## src/hdl/rsie_pkg.sv

```systemverilog
// shared types and constants of the instruction executor
`default_nettype none

package rsie_pkg;

    localparam int MEM_WORDS = 65536;
    localparam int MEM_AW    = $clog2(MEM_WORDS);
    localparam int MEM_BYTES = MEM_WORDS * 4;
    localparam int REGS      = 32;
    localparam int RF_AW     = $clog2(REGS);
    localparam int CLR_WORDS = (MEM_WORDS > REGS) ? MEM_WORDS : REGS;
    localparam int CLR_AW    = $clog2(CLR_WORDS);
    localparam int OUT_DEPTH = 4;
    localparam int OUT_AW    = $clog2(OUT_DEPTH);

    typedef enum logic [3:0] {
        FN_ADD  = 4'd0,
        FN_SUB  = 4'd1,
        FN_MUL  = 4'd2,
        FN_SLT  = 4'd3,
        FN_ADDI = 4'd4,
        FN_BEQ  = 4'd5,
        FN_BNE  = 4'd6,
        FN_J    = 4'd7,
        FN_LW   = 4'd8,
        FN_SW   = 4'd9
    } func_t;

    typedef enum logic [1:0] {
        ST_OK        = 2'd0,
        ST_REG_ZERO  = 2'd1,
        ST_BAD_LABEL = 2'd2,
        ST_BAD_ADDR  = 2'd3
    } status_t;

    typedef struct packed {
        logic [3:0]         func;
        logic [4:0]         reg_first;
        logic [4:0]         reg_second;
        logic [4:0]         reg_third;
        logic signed [31:0] imm_value;
        logic               has_base;
        logic [15:0]        target;
        logic               target_valid;
    } in_item_t;

    typedef struct packed {
        logic [1:0]         status;
        logic [15:0]        next_pc;
        logic               reg_written;
        logic signed [31:0] write_value;
        logic               mem_changed;
    } out_item_t;

    typedef struct packed {
        logic             en;
        logic [RF_AW-1:0] addr;
        logic [31:0]      data;
    } rf_wr_t;

endpackage

`default_nettype wire

```

## src/hdl/rsie_regfile.sv

```systemverilog
// register file: two registered read ports, one write port
`default_nettype none

module rsie_regfile import rsie_pkg::*; (
    input  logic             aclk,
    input  logic [RF_AW-1:0] rd_addr_a,
    input  logic [RF_AW-1:0] rd_addr_b,
    output logic [31:0]      rd_data_a,
    output logic [31:0]      rd_data_b,
    input  rf_wr_t           wr
);

    logic [31:0] rf_mem [REGS];

    always_ff @(posedge aclk) begin
        if (wr.en) begin
            rf_mem[wr.addr] <= wr.data;
        end
        rd_data_a <= rf_mem[rd_addr_a];
        rd_data_b <= rf_mem[rd_addr_b];
    end

endmodule

`default_nettype wire

```

## config.mk

```make
export PLATFORM = sky130hd
export DESIGN_NAME = rsie_regfile
export DESIGN_NICKNAME = d
export VERILOG_FILES = /design/src/hdl/rsie_pkg.sv /design/src/hdl/rsie_regfile.sv
export SDC_FILE = /design/constraint.sdc
export NUM_CORES = 1
export LEC_CHECK = 0
export BUFFER_PORTS_ARGS = -buffer_cell sky130_fd_sc_hd__buf_2
export CORE_ASPECT_RATIO = 0.75
export CORE_MARGIN = 2
export CORE_UTILIZATION = 39
export CTS_BUF_LIST = sky130_fd_sc_hd__clkbuf_4 sky130_fd_sc_hd__clkbuf_8
export CTS_CLUSTER_SIZE = 8
export DETAILED_ROUTE_END_ITERATION = 7
export PLACE_DENSITY_LB_ADDON = 0.05
export SLEW_MARGIN = 20
export SYNTH_ARGS = -nofsm -noshare
export SYNTH_HDL_FRONTEND = slang
export SYNTH_SLANG_ARGS = --single-unit
```

## constraint.sdc

```tcl
create_clock -name aclk -period 7.7 [get_ports aclk]
set_clock_uncertainty 0.15 [all_clocks]
set_input_delay 0.77 -clock aclk [delete_from_list [all_inputs] [get_ports aclk]]
set_output_delay 0.77 -clock aclk [all_outputs]
set_load 0.005 [all_outputs]
```

==> flow_summary.json <==
{
  "grt_pass1_wl_um": 256000,
  "place_area_mm2": 0.0522,
  "r2r_start": "rf_mem[6][20]$_DFFE_PP_",
  "power.density_mw_per_mm2": 233,
  "post_drt_via_cell_ratio": 6.10,
  "synth-async-reset-ratio_pct": 0,
  "final.min_clock_period_ns": 3.02,
  "hold_violations": 0,
  "leakagePower_nw": 20.7,
  "critPathCaptureType": "register",
  "highest_layer": "met4",
  "portBuffers": 112,
  "syn_to_final_growth_pct": 11.6,
  "via_count": 32900,
  "hold_class": "input pin to register",
  "drt-initial-drc-count": 3367,
  "avgSynthCellArea_um2": 14.5,
  "path_delay_family": "buffers and inverters",
  "cts_resized": 0,
  "required_ns": 8.38,
  "arrival_ns": 3.70,
  "fin_nets": 3616,
  "cp-start-kind": "input pin",
  "first_pass_iters": 6,
  "outcome": "finished clean",
  "syn_inst": 3450,
  "fmax_mhz": 331,
  "htree_levels": 4,
  "overflow": 0,
  "cp-startpoint": "rd_addr_b[1]",
  "dieArea_mm2": 0.131,
  "crit_fanout": 78,
  "ys_types": 24,
  "rsz0062_at_grt": "no",
  "ctsHoldBuffers": 0,
  "drc": 0,
  "post_cts_buffers": 0,
  "worstPathCellList": "buf_8 -> buf_4 -> mux2i_1 -> a22o_1 -> nor3_1 -> a31oi_1 -> nand3_1",
  "grt_pass1_vias": 33000,
  "place_congestion": 0.785,
  "floorplan.initialDensity_pct": 39.4,
  "seq_power_share_pct": 51.1,
  "wl_met2_um": 84000,
  "worst-path-buf-inv": 2,
  "hpwl_um": 94900,
  "cts.clk_slew.worst_paths_ns": 0.06,
  "antenna_found_initial": 14,
  "slowest_stage": "buf_4",
  "wl_um": 184000,
  "p_comb_share_pct": 8.6,
  "tightest_slew_ns": 1.18,
  "synth_fp_nets": 3499,
  "grt_max_degree": 129,
  "drtAntennaViolNets": 0,
  "synth_area_mm2": 0.0501,
  "synth_edf_count": 1024,
  "critPathKind": "input pin to register",
  "cts_sinks": 1088,
  "seq_area_frac_synth_pct": 64.0,
  "root_buffer": "clkbuf_8",
  "wire_per_inst_um": 34.2,
  "synth-seq-cells": 1088,
  "cts_tree": "yes",
  "p_int_mw": 9.76,
  "clock_latency_ns": 0.91,
  "ir_drop_v": 0.000186,
  "wl_met1_um": 83300,
  "cts_buffer_depth": 3,
  "worstHoldStart": "wr[0]",
  "ys_warn_count": 0,
  "die_w_um": 418,
  "maxSlewHeadroom_pct": 21.1,
  "clock_power_share_pct": 40.3,
  "tns_ns": 0,
  "design_area_mm2": 0.0559,
  "ios": 113,
  "drive_above_1_share_pct": 14.5,
  "final-setup-viol-count": 0,
  "met3WireLength_um": 11800,
  "p_sw_mw": 3.27,
  "fp-row-count": 113,
  "critPathMaxStageDelay_ns": 0.93,
  "period_share_pct": 39.2,
  "fp.coreArea_mm2": 0.127,
  "switching_share_pct": 25.1,
  "chipHeight_um": 314,
  "slew_viol_final": 0,
  "ys.flop_type": "edfxtp_1",
  "drv_cap": 0,
  "cts_buffers": 179,
  "grt_use_total_pct": 27.7
}
-- state kept, by name (all words and copies together), names as in the netlist --
name	count
rd_data_b	32
rf_mem	1024
rd_data_a	32
-- layer usage --
layer | vias up | global-route usage (%)
li1 | 13900 | -
met1 | 17200 | 39.4
met2 | 1437 | 43.2
met3 | 320 | 4.36
met4 | 0 | 9.03
met5 | - | 0
-- layout by cell type (no fill, tap or decap) --
cell and instances:
clkinvlp_4 5, inv_6 5, nor2_1 1, dfxtp_1 64
buf_12 11, a21oi_1 192, clkbuf_4 78, nand2b_2 4
a22oi_1 192, diode_2 5, a22o_1 128, clkinv_1 35
nand2_1 193, buf_8 2, clkbuf_8 202, buf_2 110
nor2_4 34, buf_4 66, nand2_2 2, nand3b_1 5
a31oi_1 64, bufinv_16 1, nor3_1 64, edfxtp_1 1024
nor2b_4 4, nand3_1 194, or3b_2 3, and2_4 2
or2_2 2, or3_1 1, clkinv_2 10, mux2i_1 1024
-- final timing paths --
| kind | to | slack, ns | cells past startpoint |
|---|---|---|---|
| setup / recovery | rd_data_b[27]$_DFF_P_ | 4.68 | 7 |
| setup reg to reg | rd_data_b[20]$_DFF_P_ | 6.01 | 5 |
| hold / removal | rf_mem[24][0]$_DFFE_PP_ | 0.23 | 1 |
| hold reg to reg | rd_data_a[14]$_DFF_P_ | 0.48 | 4 |
-- synthesized netlist by cell type, drive strengths merged (3+ instances only) --
cell    instances  area share (%)
clkbuf         90            0.70
mux2i        1024              20
nand3         194             1.9
a31oi          64            0.80
nand2b          4           0.050
nor3           64            0.64
nand2         195             1.5
buf           163             2.4
nor2b           4           0.050
a22o          128             2.2
a22oi         192             2.9
a21oi         192             1.9
or3b            3           0.052
nand3b          5           0.075
edfxtp       1024              61
dfxtp          64             2.6
nor2           35            0.26
-- per-stage QoR --
step / instances / setup WS, ns / power, mW / hold WS (ns) / utilization (%)
2_1_floorplan: 3450 / 4.35 / 7.39 / 0.429 / -
3_5_place_dp: 5053 / 3.86 / 7.90 / 0.472 / 41.1
6_report: 5394 / 4.68 / 13.0 / 0.234 / 44.0
3_3_place_gp: 5052 / 3.91 / 7.89 / 0.463 / 41.1
5_1_grt: 5391 / 4.66 / 13.4 / 0.232 / 44.0
4_1_cts: 5389 / 4.84 / 13.1 / 0.133 / 44.0
-- logic make-up after synthesis --
logic type	share of synthesized area [%]
AO/OA/AOI/OAI	7.84
buffers and inverters	3.13
flip-flops	64.0
multiplexers	20.5
AND/OR/NAND/NOR	4.59
-- power groups by stage --
stage | registers, mW | clock network, mW | logic (mW)
floorplan | 6.75 | 0 | 0.645
global placement | 6.78 | 0 | 1.11
detailed placement | 6.78 | 0 | 1.12
CTS | 6.66 | 5.35 | 1.12
global route | 6.66 | 5.60 | 1.18
finish | 6.66 | 5.25 | 1.12
-- layout make-up --
cell class	instances	area, um2
antenna	5	12.5
clock buffer	280	3370
clock inverter	56	293
fill	11400	71100
multi-input combinational	2109	16800
sequential	1088	32000
tap	1667	2090
timing repair buffer	189	1300
No activity file was read; power rests on OpenSTA's default activity.
