$ cat src/hdl/rsie_pkg.sv
// shared types and constants of the instruction executor
`default_nettype none

package rsie_pkg;

    localparam int MEM_WORDS = 65536;
    localparam int MEM_AW    = $clog2(MEM_WORDS);
    localparam int MEM_BYTES = MEM_WORDS * 4;
    localparam int REGS      = 32;
    localparam int RF_AW     = $clog2(REGS);
    localparam int CLR_WORDS = (MEM_WORDS > REGS) ? MEM_WORDS : REGS;
    localparam int CLR_AW    = $clog2(CLR_WORDS);
    localparam int OUT_DEPTH = 4;
    localparam int OUT_AW    = $clog2(OUT_DEPTH);

    typedef enum logic [3:0] {
        FN_ADD  = 4'd0,
        FN_SUB  = 4'd1,
        FN_MUL  = 4'd2,
        FN_SLT  = 4'd3,
        FN_ADDI = 4'd4,
        FN_BEQ  = 4'd5,
        FN_BNE  = 4'd6,
        FN_J    = 4'd7,
        FN_LW   = 4'd8,
        FN_SW   = 4'd9
    } func_t;

    typedef enum logic [1:0] {
        ST_OK        = 2'd0,
        ST_REG_ZERO  = 2'd1,
        ST_BAD_LABEL = 2'd2,
        ST_BAD_ADDR  = 2'd3
    } status_t;

    typedef struct packed {
        logic [3:0]         func;
        logic [4:0]         reg_first;
        logic [4:0]         reg_second;
        logic [4:0]         reg_third;
        logic signed [31:0] imm_value;
        logic               has_base;
        logic [15:0]        target;
        logic               target_valid;
    } in_item_t;

    typedef struct packed {
        logic [1:0]         status;
        logic [15:0]        next_pc;
        logic               reg_written;
        logic signed [31:0] write_value;
        logic               mem_changed;
    } out_item_t;

    typedef struct packed {
        logic             en;
        logic [RF_AW-1:0] addr;
        logic [31:0]      data;
    } rf_wr_t;

endpackage

`default_nettype wire

$ cat src/hdl/rsie_out_fifo.sv
// result queue between the execute pipeline and the result channel
`default_nettype none

module rsie_out_fifo import rsie_pkg::*; (
    input  logic              aclk,
    input  logic              aresetn,
    input  logic              push,
    input  out_item_t         push_data,
    output logic              m_valid,
    input  logic              m_ready,
    output out_item_t         m_data,
    output logic [OUT_AW:0]   count
);

    out_item_t           buf_mem [OUT_DEPTH];
    logic [OUT_AW-1:0]   wr_ptr_reg;
    logic [OUT_AW-1:0]   rd_ptr_reg;
    logic [OUT_AW:0]     count_reg;
    logic                pop;

    assign m_valid = (count_reg != '0);
    assign m_data  = buf_mem[rd_ptr_reg];
    assign pop     = m_valid && m_ready;
    assign count   = count_reg;

    always_ff @(posedge aclk) begin
        if (push) begin
            buf_mem[wr_ptr_reg] <= push_data;
        end
    end

    always_ff @(posedge aclk) begin
        if (!aresetn) begin
            wr_ptr_reg <= '0;
            rd_ptr_reg <= '0;
            count_reg  <= '0;
        end else begin
            if (push) begin
                wr_ptr_reg <= wr_ptr_reg + 1'b1;
            end
            if (pop) begin
                rd_ptr_reg <= rd_ptr_reg + 1'b1;
            end
            case ({push, pop})
                2'b10:   count_reg <= count_reg + 1'b1;
                2'b01:   count_reg <= count_reg - 1'b1;
                default: count_reg <= count_reg;
            endcase
        end
    end

endmodule

`default_nettype wire

$ cat config.mk
export PLATFORM = sky130hd
export DESIGN_NAME = rsie_out_fifo
export DESIGN_NICKNAME = d
export VERILOG_FILES = /design/src/hdl/rsie_pkg.sv /design/src/hdl/rsie_out_fifo.sv
export SDC_FILE = /design/constraint.sdc
export NUM_CORES = 1
export LEC_CHECK = 0
export ABC_AREA = 1
export BUFFER_PORTS_ARGS = -buffer_cell sky130_fd_sc_hd__buf_2
export CORE_AREA = 2 2 129 131
export CTS_CLUSTER_SIZE = 28
export DETAILED_ROUTE_END_ITERATION = 12
export DIE_AREA = 0 0 131 133
export GPL_TIMING_DRIVEN = 0
export PLACE_DENSITY = 0.77
export RECOVER_POWER = 100
export SLEW_MARGIN = 0
export SYNTH_ARGS = -nofsm -noshare
export SYNTH_HDL_FRONTEND = slang
export SYNTH_SLANG_ARGS = --single-unit
$ cat constraint.sdc
create_clock -name aclk -period 5.9 [get_ports aclk]
set_input_delay 0.59 -clock aclk [delete_from_list [all_inputs] [get_ports aclk]]
set_output_delay 0.59 -clock aclk [all_outputs]
set_load 0.1 [all_outputs]
==> results.md <==
- CP Cell Sequence: inv_1 -> ha_1 -> nand2_1 -> inv_1 -> clkbuf_1
- Leading area contributor after synthesis: edfxtp_1
- Hold Crit Depth: 1
- Most used cell, CP: inv_1
- Worst R2R Start: wr_ptr_reg[1]
- Via count: 5,178
- Synth top area share: 0.716
- Starting Density: 0.539
- Hold Path Class: input pin to flip-flop
- Gate Count Post-Synth: 567
- WS Path Type: flip-flop to flip-flop
- DIE AREA: 17,400 um2
- Data arrival time of the critical path: 3.48 ns
- CTS Buf Count: 22
- Outcome: complete, but fails checks
- Clk root buf: clkbuf_16
- Vias per cell: 5.49
- CTS tree: built
- Final setup violation count: 0
- Post-Place Worst Slack: 3.46 ns
- Final hold viol count: 0
- Port Buffers: 111
- RD Place Congestion: 0.773
- DIE HEIGHT: 133 um
- Worst-path clk slew: 0.06 ns
- Post-layout net count: 768
- Drt first pass iters: 6
- Post_cts resized: 0
- Worst path max stage delay: 1.73 ns
- Initial DRC count: 494
- Cell area after synthesis: 8720 um2
- Clock sink total: 217
- Yosys Warn Count: 0
- Largest register FFs: 208
- Setup Skew: 0.0152 ns
- Tmin final: 3.43 ns
- # IOs: 112
- Hold-fix buffers, CTS: 0
- RR Endpoint: buf_mem[1][45]
- DRC errors left: 0
- Max_cap viols: 4
- Final hold slack: 0.347 ns
- Crit end category: flip-flop
- Final core occ: 0.630
- Die Wd: 131 um
- Final period utilization: 0.581
- H-tree Lvls: 1
- R2R depth: 5
- Mean Syn Cell Area: 15.4 um2
- Core Rows: 47
- PD cells: 480 nW/um2
- Data required, critical path: 5.96 ns
- First-pass GRT wire length: 27,800 um
- Static Leak: 3.34 nW
- Worst VDD drop: 0.322 mV
- # fillers: 1,212
- Final wirelength: 18,200 um
- GRT Util Overall: 0.210
- Average routed wire per standard cell: 19.4 um
- Core Region: 16,200 um2
- Top area cells in the synthesized netlist: edfxtp_1, o22ai_2, o21ai_0, nor2_4, nor2_1
- Max Root-Sink Buffers: 3
- Post-DP HPWL: 11,100 um
- Initial antenna violation count: 1
- Reg2Reg Setup Slack: 2.47 ns
- Actual slew at the worst max-slew pin: 2.33 ns
- Later-pin clock latency in the skew report: 0.50 ns
- Startpoint class of the critical path: flip-flop
- Final ANT Viol Nets: 0
- Seq cells post-synth: 217
- Postcts setup bufs: 0
- Fin worst setup slack: 2.47 ns
- Net Count, Synth: 629
- Hold Startpoint: push_data[46]
- CP max-delay cell: clkbuf_1
- Netlist cell types: 21
- Largest net degree at the start of global routing: 36
- Critical Path Fanout Max: 35
- Hold Path Sink: buf_mem[1][46]
- Fin. max-slew vios: 143
- Vias in the first global route: 5,366
- FMAX: 292 MHz
- Total gr overflow: 0
- Area grow syn2layout: 16.8%
- Failing checks: capacitance limit, slew limit
- Design Power: 4.89 mW
- Layout cells sized above 1: 0.190
- TNS Setup: 0 ns
- Sequential-to-total area share from yosys stat: 0.737
- Rel. slew slack: -0.555
- RSZ-0062 raised after global routing: no
==> stage by stage <==
| step | instances | instance area (um2) |
|---|---|---|
| global route | 942 | 10200 |
| floorplan | 567 | 8720 |
| finish | 943 | 10200 |
| CTS | 942 | 10400 |
| detailed placement | 902 | 9630 |
| global placement | 898 | 9550 |
==> report_power, final <==
group,leakage (nW),switching (mW),internal (mW)
clock,0.371,0.552,0.853
combinational,0.986,1.42,0.266
sequential,1.98,0.0285,1.77
==> routing by layer <==
metal / global-route usage / wire length [um] / up-vias
met5: 0 / 0 / -
met4: 0.0626 / 418 / 0
met3: 0.0489 / 1410 / 35
met2: 0.348 / 9080 / 203
met1: 0.278 / 7340 / 2548
li1: - / - / 2392
==> worst max path at each step <==
| stage | slack, ns | start | end |
|---|---|---|---|
| floorplan | 2.83 | count[2] | count[2] |
| global placement | 2.95 | push | buf_mem[3][42] |
| detailed placement | 3.46 | flip-flop | m_data[19] |
| CTS | 2.91 | flip-flop | m_data[19] |
| global route | 2.19 | wr_ptr_reg[0] | buf_mem[2][45] |
| finish | 2.47 | wr_ptr_reg[1] | buf_mem[1][45] |
==> synth_stat cells <==
library cell / instances
nor2_1: 70
buf_6: 3
dfxtp_1: 9
edfxtp_1: 208
fa_1: 1
nor2_4: 38
buf_4: 1
clkbuf_1: 14
buf_2: 9
buf_12: 5
o21ai_1: 14
o22ai_1: 14
o21ai_0: 94
inv_2: 2
inv_1: 17
ha_1: 5
nand3_1: 3
o22ai_2: 38
nand2_1: 15
nor2_2: 2
a21oi_1: 5
==> worst max-delay path: cells and delay by family (launching register included) <==
kind	cells	cell delay, ns
buf+inv	3	2.43
simple gates	1	0.05
fa+ha+maj	1	0.17
flops	1	0.33
==> area by class of cell <==
type                    count  area [um2]  area share
multi-input cells         299        1990       0.195
plain buffers              32         239      0.0235
diodes                      1        2.50    0.000246
inverters                  19        71.3     0.00700
clock buffers              30         643      0.0631
well taps                 220         275      0.0270
clock inverters            10         106      0.0104
repair buffers            115         435      0.0428
flip-flops and latches    217        6430       0.631
==> cell usage in the layout, fill, tap and decap left out, drive strengths merged <==
master and count:
a21oi 5, buf 21, bufinv 2, clkbuf 156
clkinv 7, clkinvlp 1, dfxtp 9, diode 1
edfxtp 208, fa 1, ha 5, inv 19
nand2 15, nand3 3, nor2 110, o21ai 108
o22ai 52
==> cells by family (layout without fill, tap and decap cells) <==
family / count (synthesis) / after routing / share of synthesized area
AOI/OAI and AO/OA: 165 / 165 / 0.129
adders and majority gates: 6 / 6 / 0.00947
buffers and inverters: 51 / 206 / 0.0356
DFF: 217 / 217 / 0.737
other: 0 / 1 / 0
and+or+nand+nor: 128 / 128 / 0.0888
Note: power is estimated with default switching activity, not from simulation.
